## config.mk

```make
export PLATFORM = sky130hd
export DESIGN_NAME = voxel_line_traversal_core
export DESIGN_NICKNAME = d
export VERILOG_FILES = /design/src/vlt_pkg.sv /design/src/voxel_line_traversal_core.sv /design/src/vlt_front.sv /design/src/vlt_walker.sv
export SDC_FILE = /design/constraint.sdc
export NUM_CORES = 1
export LEC_CHECK = 0
export BUFFER_PORTS_ARGS = -buffer_cell sky130_fd_sc_hd__buf_2
export CAP_MARGIN = 15
export CORE_MARGIN = 2
export CORE_UTILIZATION = 55
export DETAILED_ROUTE_END_ITERATION = 10
export GPL_TIMING_DRIVEN = 0
export PLACE_DENSITY = 0.84
export SYNTH_ARGS = -nofsm -noshare
export SYNTH_HDL_FRONTEND = slang
export SYNTH_HIERARCHICAL = 1
export SYNTH_SLANG_ARGS = --single-unit
```

## constraint.sdc

```tcl
create_clock -name clk -period 6 [get_ports clk]
set_input_delay 1.2 -clock clk [delete_from_list [all_inputs] [get_ports clk]]
set_output_delay 1.2 -clock clk [all_outputs]
set_load 0.01 [all_outputs]
```

## src/vlt_pkg.sv

```systemverilog
// Shared types, constants and helpers for the voxel line traversal core.
// Holds the job record passed from the request front end to the walker.
// No dependencies.
package vlt_pkg;

    localparam int COORD_W    = 4;
    localparam int NUM_AXES   = 3;
    localparam int IN_DATA_W  = 24;
    localparam int OUT_DATA_W = 16;
    localparam int QUEUE_DEPTH = 2;
    localparam int QPTR_W     = $clog2(QUEUE_DEPTH);
    localparam int QCNT_W     = $clog2(QUEUE_DEPTH + 1);
    localparam int ODD_W      = COORD_W + 1;
    localparam int PROD_W     = ODD_W + COORD_W;

    typedef logic [COORD_W-1:0] coord_t;

    // One line request after classification: start voxel, per-axis length and direction
    typedef struct packed {
        coord_t [NUM_AXES-1:0] pos;
        coord_t [NUM_AXES-1:0] len;
        logic   [NUM_AXES-1:0] up;
    } job_t;

    // True when axis a crosses its next boundary strictly before axis b
    function automatic logic axis_earlier(
        input coord_t len_a,
        input coord_t taken_a,
        input coord_t len_b,
        input coord_t taken_b
    );
        logic [PROD_W-1:0] lhs;
        logic [PROD_W-1:0] rhs;
        logic              res;
        lhs = PROD_W'({taken_a, 1'b1}) * PROD_W'(len_b);
        rhs = PROD_W'({taken_b, 1'b1}) * PROD_W'(len_a);
        if (taken_a == len_a)
        begin
            res = 1'b0;
        end
        else if (taken_b == len_b)
        begin
            res = 1'b1;
        end
        else
        begin
            res = lhs < rhs;
        end
        return res;
    endfunction

endpackage

```

## src/voxel_line_traversal_core.sv

```systemverilog
// Top level of the voxel line traversal core.
// Joins the request front end (vlt_front) and the walker (vlt_walker); uses vlt_pkg.

// Takes a line request (start and end voxel, 4-bit coordinates each) and streams
// every voxel of the 3D DDA walk from start to end, one word per voxel, with tlast
// on the end voxel. A request yields |dx|+|dy|+|dz|+1 words (at most 46). The walker
// emits one voxel per cycle while the output is ready and loads each request in its
// idle state before walking it. A two-entry queue after the input lets up to two
// further requests be taken while a walk is in progress. Boundary crossings are
// compared exactly in integers; ties step z before y before x. Coordinates wrap at
// 4 bits.
module voxel_line_traversal_core (
    input  logic        clk,
    input  logic        rst_n,
    input  logic        s_tvalid,
    output logic        s_tready,
    // start_x[3:0], start_y[7:4], start_z[11:8], end_x[15:12], end_y[19:16], end_z[23:20]
    input  logic [23:0] s_tdata,
    output logic        m_tvalid,
    input  logic        m_tready,
    // voxel_x[3:0], voxel_y[7:4], voxel_z[11:8], zero fill[15:12]
    output logic [15:0] m_tdata,
    output logic        m_tlast
);
    import vlt_pkg::*;

    logic job_valid;
    logic job_ready;
    job_t job;

    // Accept and classify requests
    vlt_front u_front (
        .clk       (clk),
        .rst_n     (rst_n),
        .s_tvalid  (s_tvalid),
        .s_tready  (s_tready),
        .s_tdata   (s_tdata),
        .job_valid (job_valid),
        .job_ready (job_ready),
        .job       (job)
    );

    // Walk the line and stream voxels
    vlt_walker u_walker (
        .clk       (clk),
        .rst_n     (rst_n),
        .job_valid (job_valid),
        .job_ready (job_ready),
        .job       (job),
        .m_tvalid  (m_tvalid),
        .m_tready  (m_tready),
        .m_tdata   (m_tdata),
        .m_tlast   (m_tlast)
    );

endmodule

```

## src/vlt_front.sv

```systemverilog
// Request front end: unpacks a line request, derives axis lengths and directions,
// and holds classified jobs in a short queue for the walker.
// Depends on vlt_pkg.
module vlt_front (
    input  logic                          clk,
    input  logic                          rst_n,
    input  logic                          s_tvalid,
    output logic                          s_tready,
    input  logic [vlt_pkg::IN_DATA_W-1:0] s_tdata,
    output logic                          job_valid,
    input  logic                          job_ready,
    output vlt_pkg::job_t                 job
);
    import vlt_pkg::*;

    job_t              queue_mem [QUEUE_DEPTH];
    logic [QPTR_W-1:0] wr_ptr_reg;
    logic [QPTR_W-1:0] wr_ptr_next;
    logic [QPTR_W-1:0] rd_ptr_reg;
    logic [QPTR_W-1:0] rd_ptr_next;
    logic [QCNT_W-1:0] count_reg;
    logic [QCNT_W-1:0] count_next;
    job_t              new_job;
    logic              push;
    logic              pop;

    // Classify: start position, absolute length and step direction per axis
    always_comb
    begin
        coord_t start_c;
        coord_t end_c;
        for (int i = 0; i < NUM_AXES; i++)
        begin
            start_c        = s_tdata[i*COORD_W +: COORD_W];
            end_c          = s_tdata[(i+NUM_AXES)*COORD_W +: COORD_W];
            new_job.pos[i] = start_c;
            new_job.up[i]  = end_c > start_c;
            new_job.len[i] = (end_c > start_c) ? (end_c - start_c) : (start_c - end_c);
        end
    end

    assign s_tready  = count_reg != QCNT_W'(QUEUE_DEPTH);
    assign push      = s_tvalid && s_tready;
    assign job_valid = count_reg != '0;
    assign pop       = job_valid && job_ready;
    assign job       = queue_mem[rd_ptr_reg];

    // Advance queue pointers and fill count
    always_comb
    begin
        wr_ptr_next = wr_ptr_reg;
        rd_ptr_next = rd_ptr_reg;
        count_next  = count_reg;
        if (push)
        begin
            wr_ptr_next = (wr_ptr_reg == QPTR_W'(QUEUE_DEPTH - 1)) ? '0 : wr_ptr_reg + 1'b1;
        end
        if (pop)
        begin
            rd_ptr_next = (rd_ptr_reg == QPTR_W'(QUEUE_DEPTH - 1)) ? '0 : rd_ptr_reg + 1'b1;
        end
        if (push && !pop)
        begin
            count_next = count_reg + 1'b1;
        end
        else if (pop && !push)
        begin
            count_next = count_reg - 1'b1;
        end
    end

    always_ff @(posedge clk or negedge rst_n)
    begin
        if (!rst_n)
        begin
            wr_ptr_reg <= '0;
            rd_ptr_reg <= '0;
            count_reg  <= '0;
        end
        else
        begin
            wr_ptr_reg <= wr_ptr_next;
            rd_ptr_reg <= rd_ptr_next;
            count_reg  <= count_next;
        end
    end

    // Store accepted jobs
    always_ff @(posedge clk)
    begin
        if (push)
        begin
            queue_mem[wr_ptr_reg] <= new_job;
        end
    end

endmodule

```

## src/vlt_walker.sv

```systemverilog
// Walker back end: steps one voxel per cycle, while the output is free, along the DDA path of the current job
// and drives the registered output word.
// Depends on vlt_pkg.
module vlt_walker (
    input  logic                           clk,
    input  logic                           rst_n,
    input  logic                           job_valid,
    output logic                           job_ready,
    input  vlt_pkg::job_t                  job,
    output logic                           m_tvalid,
    input  logic                           m_tready,
    output logic [vlt_pkg::OUT_DATA_W-1:0] m_tdata,
    output logic                           m_tlast
);
    import vlt_pkg::*;

    typedef enum logic {
        ST_IDLE,
        ST_WALK
    } state_t;

    state_t                       state_reg;
    state_t                       state_next;
    coord_t [NUM_AXES-1:0]        pos_reg;
    coord_t [NUM_AXES-1:0]        pos_next;
    coord_t [NUM_AXES-1:0]        len_reg;
    coord_t [NUM_AXES-1:0]        len_next;
    coord_t [NUM_AXES-1:0]        taken_reg;
    coord_t [NUM_AXES-1:0]        taken_next;
    logic   [NUM_AXES-1:0]        up_reg;
    logic   [NUM_AXES-1:0]        up_next;
    logic                         out_valid_reg;
    logic                         out_valid_next;
    coord_t [NUM_AXES-1:0]        out_pos_reg;
    coord_t [NUM_AXES-1:0]        out_pos_next;
    logic                         out_last_reg;
    logic                         out_last_next;
    logic                         done;
    logic                         out_free;
    logic                         e_xy;
    logic                         e_xz;
    logic                         e_yz;
    logic   [NUM_AXES-1:0]        sel;

    assign done      = (taken_reg == len_reg);
    assign out_free  = !out_valid_reg || m_tready;
    assign job_ready = (state_reg == ST_IDLE);

    // Pick the axis with the earliest next crossing; ties favor z, then y
    assign e_xy = axis_earlier(len_reg[0], taken_reg[0], len_reg[1], taken_reg[1]);
    assign e_xz = axis_earlier(len_reg[0], taken_reg[0], len_reg[2], taken_reg[2]);
    assign e_yz = axis_earlier(len_reg[1], taken_reg[1], len_reg[2], taken_reg[2]);

    always_comb
    begin
        sel = '0;
        if (e_xy)
        begin
            sel[0] = e_xz;
            sel[2] = !e_xz;
        end
        else
        begin
            sel[1] = e_yz;
            sel[2] = !e_yz;
        end
    end

    // Load a job when idle, emit and step while walking
    always_comb
    begin
        state_next     = state_reg;
        pos_next       = pos_reg;
        len_next       = len_reg;
        taken_next     = taken_reg;
        up_next        = up_reg;
        out_valid_next = out_valid_reg;
        out_pos_next   = out_pos_reg;
        out_last_next  = out_last_reg;
        if (m_tready)
        begin
            out_valid_next = 1'b0;
        end
        unique case (state_reg)
            ST_IDLE:
            begin
                if (job_valid)
                begin
                    pos_next   = job.pos;
                    len_next   = job.len;
                    up_next    = job.up;
                    taken_next = '0;
                    state_next = ST_WALK;
                end
            end
            ST_WALK:
            begin
                if (out_free)
                begin
                    out_valid_next = 1'b1;
                    out_pos_next   = pos_reg;
                    out_last_next  = done;
                    if (done)
                    begin
                        state_next = ST_IDLE;
                    end
                    else
                    begin
                        for (int i = 0; i < NUM_AXES; i++)
                        begin
                            if (sel[i])
                            begin
                                pos_next[i]   = up_reg[i] ? pos_reg[i] + 1'b1
                                                          : pos_reg[i] - 1'b1;
                                taken_next[i] = taken_reg[i] + 1'b1;
                            end
                        end
                    end
                end
            end
            default:
            begin
                state_next = ST_IDLE;
            end
        endcase
    end

    // Hold state, walk registers and output word
    always_ff @(posedge clk or negedge rst_n)
    begin
        if (!rst_n)
        begin
            state_reg     <= ST_IDLE;
            out_valid_reg <= 1'b0;
            pos_reg       <= '0;
            len_reg       <= '0;
            taken_reg     <= '0;
            up_reg        <= '0;
            out_pos_reg   <= '0;
            out_last_reg  <= 1'b0;
        end
        else
        begin
            state_reg     <= state_next;
            out_valid_reg <= out_valid_next;
            pos_reg       <= pos_next;
            len_reg       <= len_next;
            taken_reg     <= taken_next;
            up_reg        <= up_next;
            out_pos_reg   <= out_pos_next;
            out_last_reg  <= out_last_next;
        end
    end

    assign m_tvalid = out_valid_reg;
    assign m_tdata  = OUT_DATA_W'(out_pos_reg);
    assign m_tlast  = out_last_reg;

endmodule
```

* After elaboration in Yosys (flattened, before gate mapping) *
Memories as Yosys holds them, arrays and structs flattened.
Index checks and enable logic that the tools add are counted.

storage, ports and cells
  flip-flop bits (word level) = 58
  memory bits (writable) = 54
  input port bits = 28
  output and inout bits = 19
  memories = 1

cells by class
  $add $sub $neg = 19
  multiply operators = 6
  order comparisons = 6
  eq/ne operators = 11
  muxes and demuxes = 42
  bitwise operators = 1
  reduce and logical (&&, ||, !) cells = 17

memories
  name               words  width  rd ports  clocked after Yosys merged registers in  write ports  line             source
  u_front.queue_mem  2      27     1         0                                        1            vlt_front.sv:16  job_t queue_mem [QUEUE_DEPTH];

operators by type and width
  operator                                                            count
  12-bit 2-to-1 mux                                                   6
  5-bit by 4-bit multiplier with 9-bit output                         6
  4-bit 2-to-1 mux                                                    12
  12-bit one-hot mux with 2 select lines                              2
  9-bit < comparator                                                  3
  4-bit by 1-bit adder with 4-bit output, second input constant       6
  4-bit subtractor                                                    6
  1-bit 2-to-1 mux                                                    19
  12-bit equality test                                                1
  4-bit equality test                                                 3
  4-bit greater-than comparator                                       3
  2-bit != test, second input constant                                6
  4-bit AND reduction                                                 3
  4-bit by 1-bit subtractor with 4-bit output, second input constant  3
  1-bit logical NOT                                                   5
  1-bit logical AND                                                   4
  2-bit 2-to-1 mux                                                    2
  2-bit AND reduction                                                 2
  2-bit nonzero test                                                  2
  1-bit adder, second input constant                                  2
  2-bit by 1-bit adder with 2-bit output, second input constant       1
  2-bit by 1-bit != test with 1-bit output, second input constant     1
  1-bit one-hot mux with 2 select lines                               1
  2-bit by 1-bit subtractor with 2-bit output, second input constant  1
  other kinds (2)                                                     2

* Depth between registers and ports, before layout *
Gate-level depths: netlist of the first run.

  word-level depth = 10
  depth in mapped cells = 22

* Hierarchy *
The synthesis of the first run kept the hierarchy.

modules (own cells, without submodules)
  module      instances  cells each  area each (um2)  seq. area each (um2)
  vlt_walker  1          725         6655.1           1351.3
  vlt_front   1          219         3054.2           1721.7

* Least setup slack after synthesis of the first run *
No wires, ideal clock.

  kind = flip-flop to flip-flop
  start = reg u_walker/len_reg[3] in the netlist's numbering
  end = reg u_walker/pos_reg[0] in the netlist's numbering
  arrival = 4625 ps
  required time = 5875 ps
  path slack = 1250 ps
  stages on the path, launching flop included = 20
  buffers on the path = 1
  period minus slack after synthesis = 4750 ps
  path through = dfrtp_1 clkbuf_1 and2_1 fa_1 inv_1 fa_1 inv_1 ha_1 a21oi_1 o21bai_1 a21oi_1 xor2_1 ha_1 a21o_1 a211oi_1 a21boi_0 a41o_1 a211oi_2 or2_4 mux2_4

between the ends
  word-level cells in the longest chain between the ends = 7
  elaborated cells between the ends (all ways) = 14

RTL lines
  what                                         line               source
  start: declaration                           vlt_walker.sv:26   coord_t [NUM_AXES-1:0] len_reg;
  start signal: assignment                     vlt_walker.sv:147  len_reg <= len_next;
  5-bit by 4-bit multiplier with 9-bit output  vlt_pkg.sv:36      rhs = PROD_W'({taken_b, 1'b1}) * PROD_W'(len_a);
  9-bit < comparator                           vlt_pkg.sv:47      res = lhs < rhs;
  1-bit 2-to-1 mux                             vlt_pkg.sv:41      else if (taken_b == len_b)
  1-bit 2-to-1 mux                             vlt_pkg.sv:37      if (taken_a == len_a)
  1-bit 2-to-1 mux                             vlt_walker.sv:57   if (e_xy)
  2-bit != test (no source line)               n/a
  4-bit AND reduction (no source line) (*)     n/a
  end signal: assignment                       vlt_walker.sv:146  pos_reg <= pos_next;
  end: declaration                             vlt_walker.sv:24   coord_t [NUM_AXES-1:0] pos_reg;

Every way passes the cells marked *; elsewhere a longest branch is shown, timed or not.
A chain may end at the register's enable or synchronous reset.

* Final worst setup path of the first run *
  start = reg u_walker/taken_reg[8] in the netlist's numbering
  end = reg u_walker/pos_reg[2] in the netlist's numbering

between the ends
  word-level cells in the longest chain between the ends = 7
  elaborated cells between the ends (all ways) = 10

RTL lines
  what                                         line               source
  start: declaration                           vlt_walker.sv:28   coord_t [NUM_AXES-1:0] taken_reg;
  start signal: assignment                     vlt_walker.sv:148  taken_reg <= taken_next;
  5-bit by 4-bit multiplier with 9-bit output  vlt_pkg.sv:36
  9-bit < comparator                           vlt_pkg.sv:47
  1-bit 2-to-1 mux                             vlt_pkg.sv:41
  1-bit 2-to-1 mux                             vlt_pkg.sv:37
  1-bit 2-to-1 mux                             vlt_walker.sv:57
  2-bit != test (no source line)               n/a
  4-bit AND reduction (no source line) (*)     n/a

Marks and branches as above.

==> reports/qor.txt, run 1 <==
Final core occ -> 61.2%
Worst R2R Setup Slack -> 0.39 ns
Design Area, Final -> 10600 µm²
Setup TNS -> 0 ns
Grt met2 use -> 39.9%
Met3 Use GR -> 2.30%
Mapped Area -> 9710 µm²
Tcrit/Tclk final -> 93.6%
DR iter-0 viols -> 504
Synth top area share -> 17.1%
Root Buffer -> clkbuf_16
Skew final -> 0.00943 ns
Final min period -> 5.61 ns
Core Rows -> 48
Total detailed-routing wirelength -> 20300 µm
DRT Pass-1 Iters -> 5
Status -> completed
Die area -> 18700 µm²
Grt ovf -> 0
Initial antenna violation count -> 0
DP HPWL -> 15600 µm
Vias after detailed routing -> 6924
VDD IR-drop max -> 0.000275 V
F_max -> 0.178 GHz
Post-synth EDFFs -> 54
Synth warn -> 6
Pleak -> 0.00525 µW
Clock buffer depth -> 2
Largest net degree at the start of global routing -> 35
H-tree depth -> 3
RSZ-0062 raised after global routing -> false
Clock tree sinks -> 112
First-pass GRT wire length -> 33500 µm
Synth Register Bits -> 112
Power Density -> 214 nW/µm²
Met1 Use GR -> 29.2%
Worst Tran Pin Value -> 0.917 ns
Global placement routability congestion -> 0.824
Async set-reset flop share out of synthesis -> 51.8%
Biggest register -> u_front/queue_mem
Setup CP Type -> flop to flop
CTS tree -> yes
Cell taking the most area after synthesis -> ha_1
Total Nets Final -> 1208
Top Ports -> 47
Synth top area cells -> ha_1, edfxtp_1, dfrtp_1
Reg clk slew, reported paths -> 0.07 ns
Most used DFF post-synth -> dfrtp_1
CP max FO -> 10
Buffers on Ports -> 42
FILL cells -> 1374
Worst-Skew Late Latency -> 0.35 ns
Vias in the first global route -> 6981
Final hold violations -> 0
Final setup violation count -> 0
Area occupied by multi-input gates -> 6040 µm²
Die W -> 137 µm
CP endpoint kind -> flop
Max_slew headroom -> 38.8%
Worst Hold Class -> flop to flop
Synth Instances -> 944
Sequential share of the synthesized area -> 31.6%
Per-cell routed wire length -> 16.5 µm
CP Launch Type -> flop
Post-DR vias/cell -> 5.62
Placed cell count -> 1216
Number of flip-flops in the largest register -> 54
Total CTS buffers -> 9
Max Slew Vio Count -> 0
Required @ worst endpoint -> 6.24 ns
DP Area -> 10300 µm²
Initial Utilization -> 56.1%
Synth unique cells -> 63
Crit path DAT -> 5.85 ns
Layout cells sized above 1 -> 14.0%
Antenna-violating nets left -> 0
Die H -> 137 µm
Gr usage total -> 22.8%
Core ar. -> 17300 µm²
Global routing's busiest layer -> met2
Syn avg cell area -> 10.3 µm²
DRC -> 0
Sequential standard cell area -> 3070 µm²
# diodes -> 0
Final Non-Filler Cells -> 1232
Layout area overhead -> 9.03%
MaxCap Viol Count -> 0
[cell type report]
class	count	area share, %
inverters	100	3.55
flip-flops and latches	112	29.0
plain buffers	46	2.30
repair buffers	44	2.43
clock inverters	7	0.886
clock buffers	9	2.13
well taps	225	2.66
multi-input cells	689	57.0
[path summary, 6_finish.rpt]
kind,depth (start not counted),end,start
max,18,u_walker/pos_reg[2],u_walker/taken_reg[8]
min,1,u_walker/m_tdata[0],u_walker/m_tdata[0]
max reg2reg,18,u_walker/pos_reg[2],u_walker/taken_reg[8]
min reg2reg,1,u_walker/m_tdata[0],u_walker/m_tdata[0]
max in group asynchronous,2,u_walker/m_tdata[2],rst_n
min in group asynchronous,1,u_front/count_reg[0],rst_n
[through the flow]
| step | total power (µW) | hold WS (ns) | setup slack (ns) |
|---|---|---|---|
| 6_report | 2260 | 0.502 | 0.387 |
| 5_1_grt | 2370 | 0.525 | 0.0583 |
| 4_1_cts | 2270 | 0.503 | 0.317 |
| 3_5_place_dp | 1630 | 0.490 | 0.353 |
| 3_3_place_gp | 1580 | 0.472 | 0.441 |
| 2_1_floorplan | 1440 | 0.457 | 1.25 |
[timing repair]
action / CTS / global route
gates resized for setup: 0 / 1
hold buffers: 0 / 0
endpoints found under the setup margin: 0 / 4
buffers inserted: 0 / 0
endpoints found under the hold margin: 0 / 0
[worst max-delay path: stages (launching register included)]
cell,delay (ns)
dfrtp_1,0.46
clkbuf_1,0.40
and2_1,0.23
fa_1,0.45
fa_1,0.52
ha_1,0.32
a21o_1,0.17
a21oi_1,0.22
o21bai_1,0.09
a21oi_1,0.20
xor2_1,0.21
ha_1,0.28
a21o_1,0.19
a211oi_1,0.23
a21boi_0,0.15
a41o_1,0.28
a211oi_2,0.52
or2_4,0.28
mux2_4,0.31
[synthesized netlist by cell type (4+ instances only)]
cell,instances
buf_2,10
a21o_1,20
nand2_1,78
edfxtp_1,54
nand4_1,5
and2_1,92
ha_1,133
mux2i_1,11
a211oi_1,4
o21ai_0,27
nand2b_1,8
a21oi_1,49
buf_4,5
mux2_2,43
nor3_1,8
dfrtp_1,58
nor2_1,17
fa_1,45
clkbuf_1,23
o21bai_1,13
o211ai_1,5
o22ai_1,5
xor2_1,20
nand3_1,13
xnor2_1,39
inv_1,99
buf_6,5
[kinds of logic after synthesis]
logic type,Yosys count,synth area share [%]
and+or+nand+nor,242,13.4
adders and majority gates,178,26.4
DFF,112,31.6
xor gates and xnor gates,59,5.32
AOI/OAI and AO/OA,150,10.4
buffers and inverters,146,6.38
muxes,56,6.43
other,1,0.0386
[report_power, final]
part / internal [µW] / leakage (µW) / total (µW) / switching, µW
Clock: 366 / 0.000153 / 636 / 270
Combinational: 234 / 0.00387 / 559 / 325
Sequential: 983 / 0.00123 / 1070 / 86.3
Total: 1580 / 0.00525 / 2260 / 682
[cell usage in the layout (no fill, tap or decap), types with 8 or more instances in the layout]
master / netlist / final
ha_1: 133 / 133
inv_1: 99 / 99
and2_1: 92 / 92
nand2_1: 78 / 78
dfrtp_1: 58 / 58
edfxtp_1: 54 / 54
buf_2: 10 / 52
a21oi_1: 49 / 49
fa_1: 45 / 45
mux2_2: 43 / 43
xnor2_1: 39 / 39
o21ai_0: 27 / 26
clkbuf_1: 23 / 23
xor2_1: 20 / 20
a21o_1: 20 / 20
nor2_1: 17 / 16
o21bai_1: 13 / 13
nand3_1: 13 / 13
mux2i_1: 11 / 11
clkbuf_16: 0 / 9
nor3_1: 8 / 8
nand2b_1: 8 / 8
[per-layer routing]
| metal | vias up | wire length [µm] |
|---|---|---|
| li1 | 3328 | - |
| met4 | 0 | 619 |
| met3 | 41 | 794 |
| met1 | 3353 | 8930 |
| met5 | - | 0 |
| met2 | 202 | 9970 |
Note: power is estimated with default switching activity, not from simulation.
==> run 2, diff against run 1 <==
- PLACE_DENSITY: 0.84 -> 0.77
==> reports/qor.txt, run 2 (synthesized netlist as in run 1, its figures left out) <==
Clk pwr share -> 25.8% (-2.3 points)
CP Launch Point -> u_walker/taken_reg[4]
CP endpoint kind -> flop
Layout cells sized above 1 -> 14.1% (+0.085 points)
Layout area overhead -> 8.74%
Die W -> 137 µm (unchanged)
Root Buffer -> clkbuf_16
Combinational Power Share -> 25.5% (+0.8 points)
Tcrit/Tclk final -> 93.7% (+0.097 points)
Psw -> 686 µW (+0.62%)
Vias after detailed routing -> 6768 (-2.3%)
Skew final -> 0.00972 ns (+0.000290 ns)
Post-DR vias/cell -> 5.49 (-2.3%)
Required @ worst endpoint -> 6.24 ns (about the same)
Worst Hold Class -> flop to flop
Number of flip-flops in the largest register -> 54 (unchanged)
H-tree depth -> 3 (unchanged)
Power share of the sequential group -> 48.7% (+1.5 points)
Power Density -> 208 nW/µm² (-2.9%)
Worst-Skew Late Latency -> 0.35 ns (about the same)
Commonest non-fill, non-tap cells in the layout -> ha_1, inv_1, and2_1
Switch share -> 31.3% (+1.2 points)
Total detailed-routing wirelength -> 19700 µm (-3.1%)
Most common cell after layout, fill and taps aside -> ha_1
Final hold violations -> 0 (unchanged)
Pleak -> 0.00523 µW (-0.37%)
Total power -> 2190 µW (-3.2%)
Die H -> 137 µm (unchanged)
Post-CTS Hold Fix Bufs -> 0 (unchanged)
Worst R2R Setup Slack -> 0.38 ns (about the same)
PnR worst setup slack -> 0.381 ns (-0.00583 ns)
Crit path DAT -> 5.85 ns (about the same)
Final min period -> 5.62 ns (+0.00583 ns)
Reg clk slew, reported paths -> 0.07 ns (about the same)
CP max FO -> 10 (unchanged)
# diodes -> 0 (unchanged)
Status -> completed
Final setup violation count -> 0 (unchanged)
Int Power -> 1510 µW (-4.8%)
FF-to-FF Start -> u_walker/taken_reg[4]
Post-CTS Setup Inserts -> 0 (unchanged)
Clock tree sinks -> 112 (unchanged)
F_max -> 0.178 GHz (-0.10%)
First-pass GRT wire length -> 32700 µm (-2.2%)
Max Slew Vio Count -> 0 (unchanged)
Pre-CTS setup slack -> 0.399 ns (+0.0460 ns)
Gr usage total -> 22.2% (-0.55 points)
Clock buffer depth -> 2 (unchanged)
Core ar. -> 17300 µm² (unchanged)
Grt ovf -> 0 (unchanged)
Buffers on Ports -> 42 (unchanged)
DP HPWL -> 15500 µm (-0.64%)
Max_slew headroom -> 54.7% (+16 points)
Initial Utilization -> 56.1% (unchanged)
Antenna-violating nets left -> 0 (unchanged)
Vias in the first global route -> 6796 (-2.7%)
Die area -> 18700 µm² (unchanged)
RSZ-0062 raised after global routing -> true
Largest net degree at the start of global routing -> 40 (+14%)
Global placement routability congestion -> 0.853 (+3.6%)
DR iter-0 viols -> 417 (-17%)
Top Ports -> 47 (unchanged)
Per-cell routed wire length -> 16.0 µm (-3.2%)
Worst Tran Pin Value -> 0.679 ns (-0.238 ns)
Core Rows -> 48 (unchanged)
Total Nets Final -> 1209 (+0.083%)
DRT Pass-1 Iters -> 5 (unchanged)
Biggest register -> u_front/queue_mem
MaxCap Viol Count -> 0 (unchanged)
CP Launch Type -> flop
Min-delay src -> u_front/count_reg[1]
Setup CP Type -> flop to flop
Initial antenna violation count -> 0 (unchanged)
Post-CTS Resized -> 0 (unchanged)
Total CTS buffers -> 9 (unchanged)
DRC -> 0 (unchanged)
VDD IR-drop max -> 0.000211 V (-23%)
CTS tree -> yes
## run 2: cell types whose count changed in the layout (fill, tap and decap cells not counted)
cell	previous run	this run
nor2_4	1	0
bufinv_16	2	0
clkinvlp_4	1	3
inv_8	0	1
clkinv_2	1	0
buf_8	0	1
nor2_2	0	1
## run 2: area by class of cell
type,instances,area (µm²)
Fill cell,1465,6740
Multi-Input combinational cell,689,6030
Sequential cell,112,3070
Inverter,100,375
Tap cell,225,282
Timing Repair Buffer,45,273
Buffer,46,244
Clock buffer,9,225
Clock inverter,7,55.1
## run 2: metal layers
layer  GRT usage [%]  share of wire [%]
met1            29.4                 45
met2            38.9                 50
met3            2.44                3.6
met4            6.07                1.6
met5               0                  0
## run 2: through the flow
stage,hold WS [ns],instances,cell area (µm²),setup TNS (ns),util (%)
2_1_floorplan,0.457,947,9720,0,-
3_3_place_gp,0.477,1214,10200,0,59.0
3_5_place_dp,0.482,1217,10300,0,59.4
4_1_cts,0.498,1233,10600,0,61.0
5_1_grt,0.509,1233,10600,-0.00514,61.0
6_report,0.494,1233,10600,0,61.0
## run 2: power groups by stage
stage / clock (µW) / combinational [µW] / sequential, µW
after detailed placement: 0 / 556 / 1080
after global routing: 600 / 624 / 1080
final: 565 / 559 / 1070
after floorplan: 0 / 369 / 1070
after CTS: 576 / 561 / 1070
after global placement: 0 / 513 / 1080
## run 2: worst max-delay path, cell delays in order, from the launching register on
cell and delay, ns:
dfrtp_1 0.46, clkbuf_1 0.44, and2_1 0.23, fa_1 0.44, fa_1 0.58, inv_1 0.07
fa_1 0.45, inv_1 0.08, a21oi_1 0.06, o21bai_1 0.20, a21o_1 0.15, a21oi_1 0.08
xnor2_1 0.13, ha_1 0.31, and4_1 0.22, nand3_1 0.08, o21ai_0 0.34, o21ai_1 0.24
and2_1 0.27, o21ai_2 0.28, mux2_2 0.37
## run 2: path summary, 6_finish.rpt
| kind | end | cells past startpoint |
|---|---|---|
| min | u_front/count_reg[1] | 1 |
| max | u_walker/taken_reg[4] | 20 |
| min reg2reg | u_front/count_reg[1] | 1 |
| max in group asynchronous | u_walker/up_reg[1] | 2 |
| max reg2reg | u_walker/taken_reg[4] | 20 |
| min in group asynchronous | u_front/wr_ptr_reg | 1 |
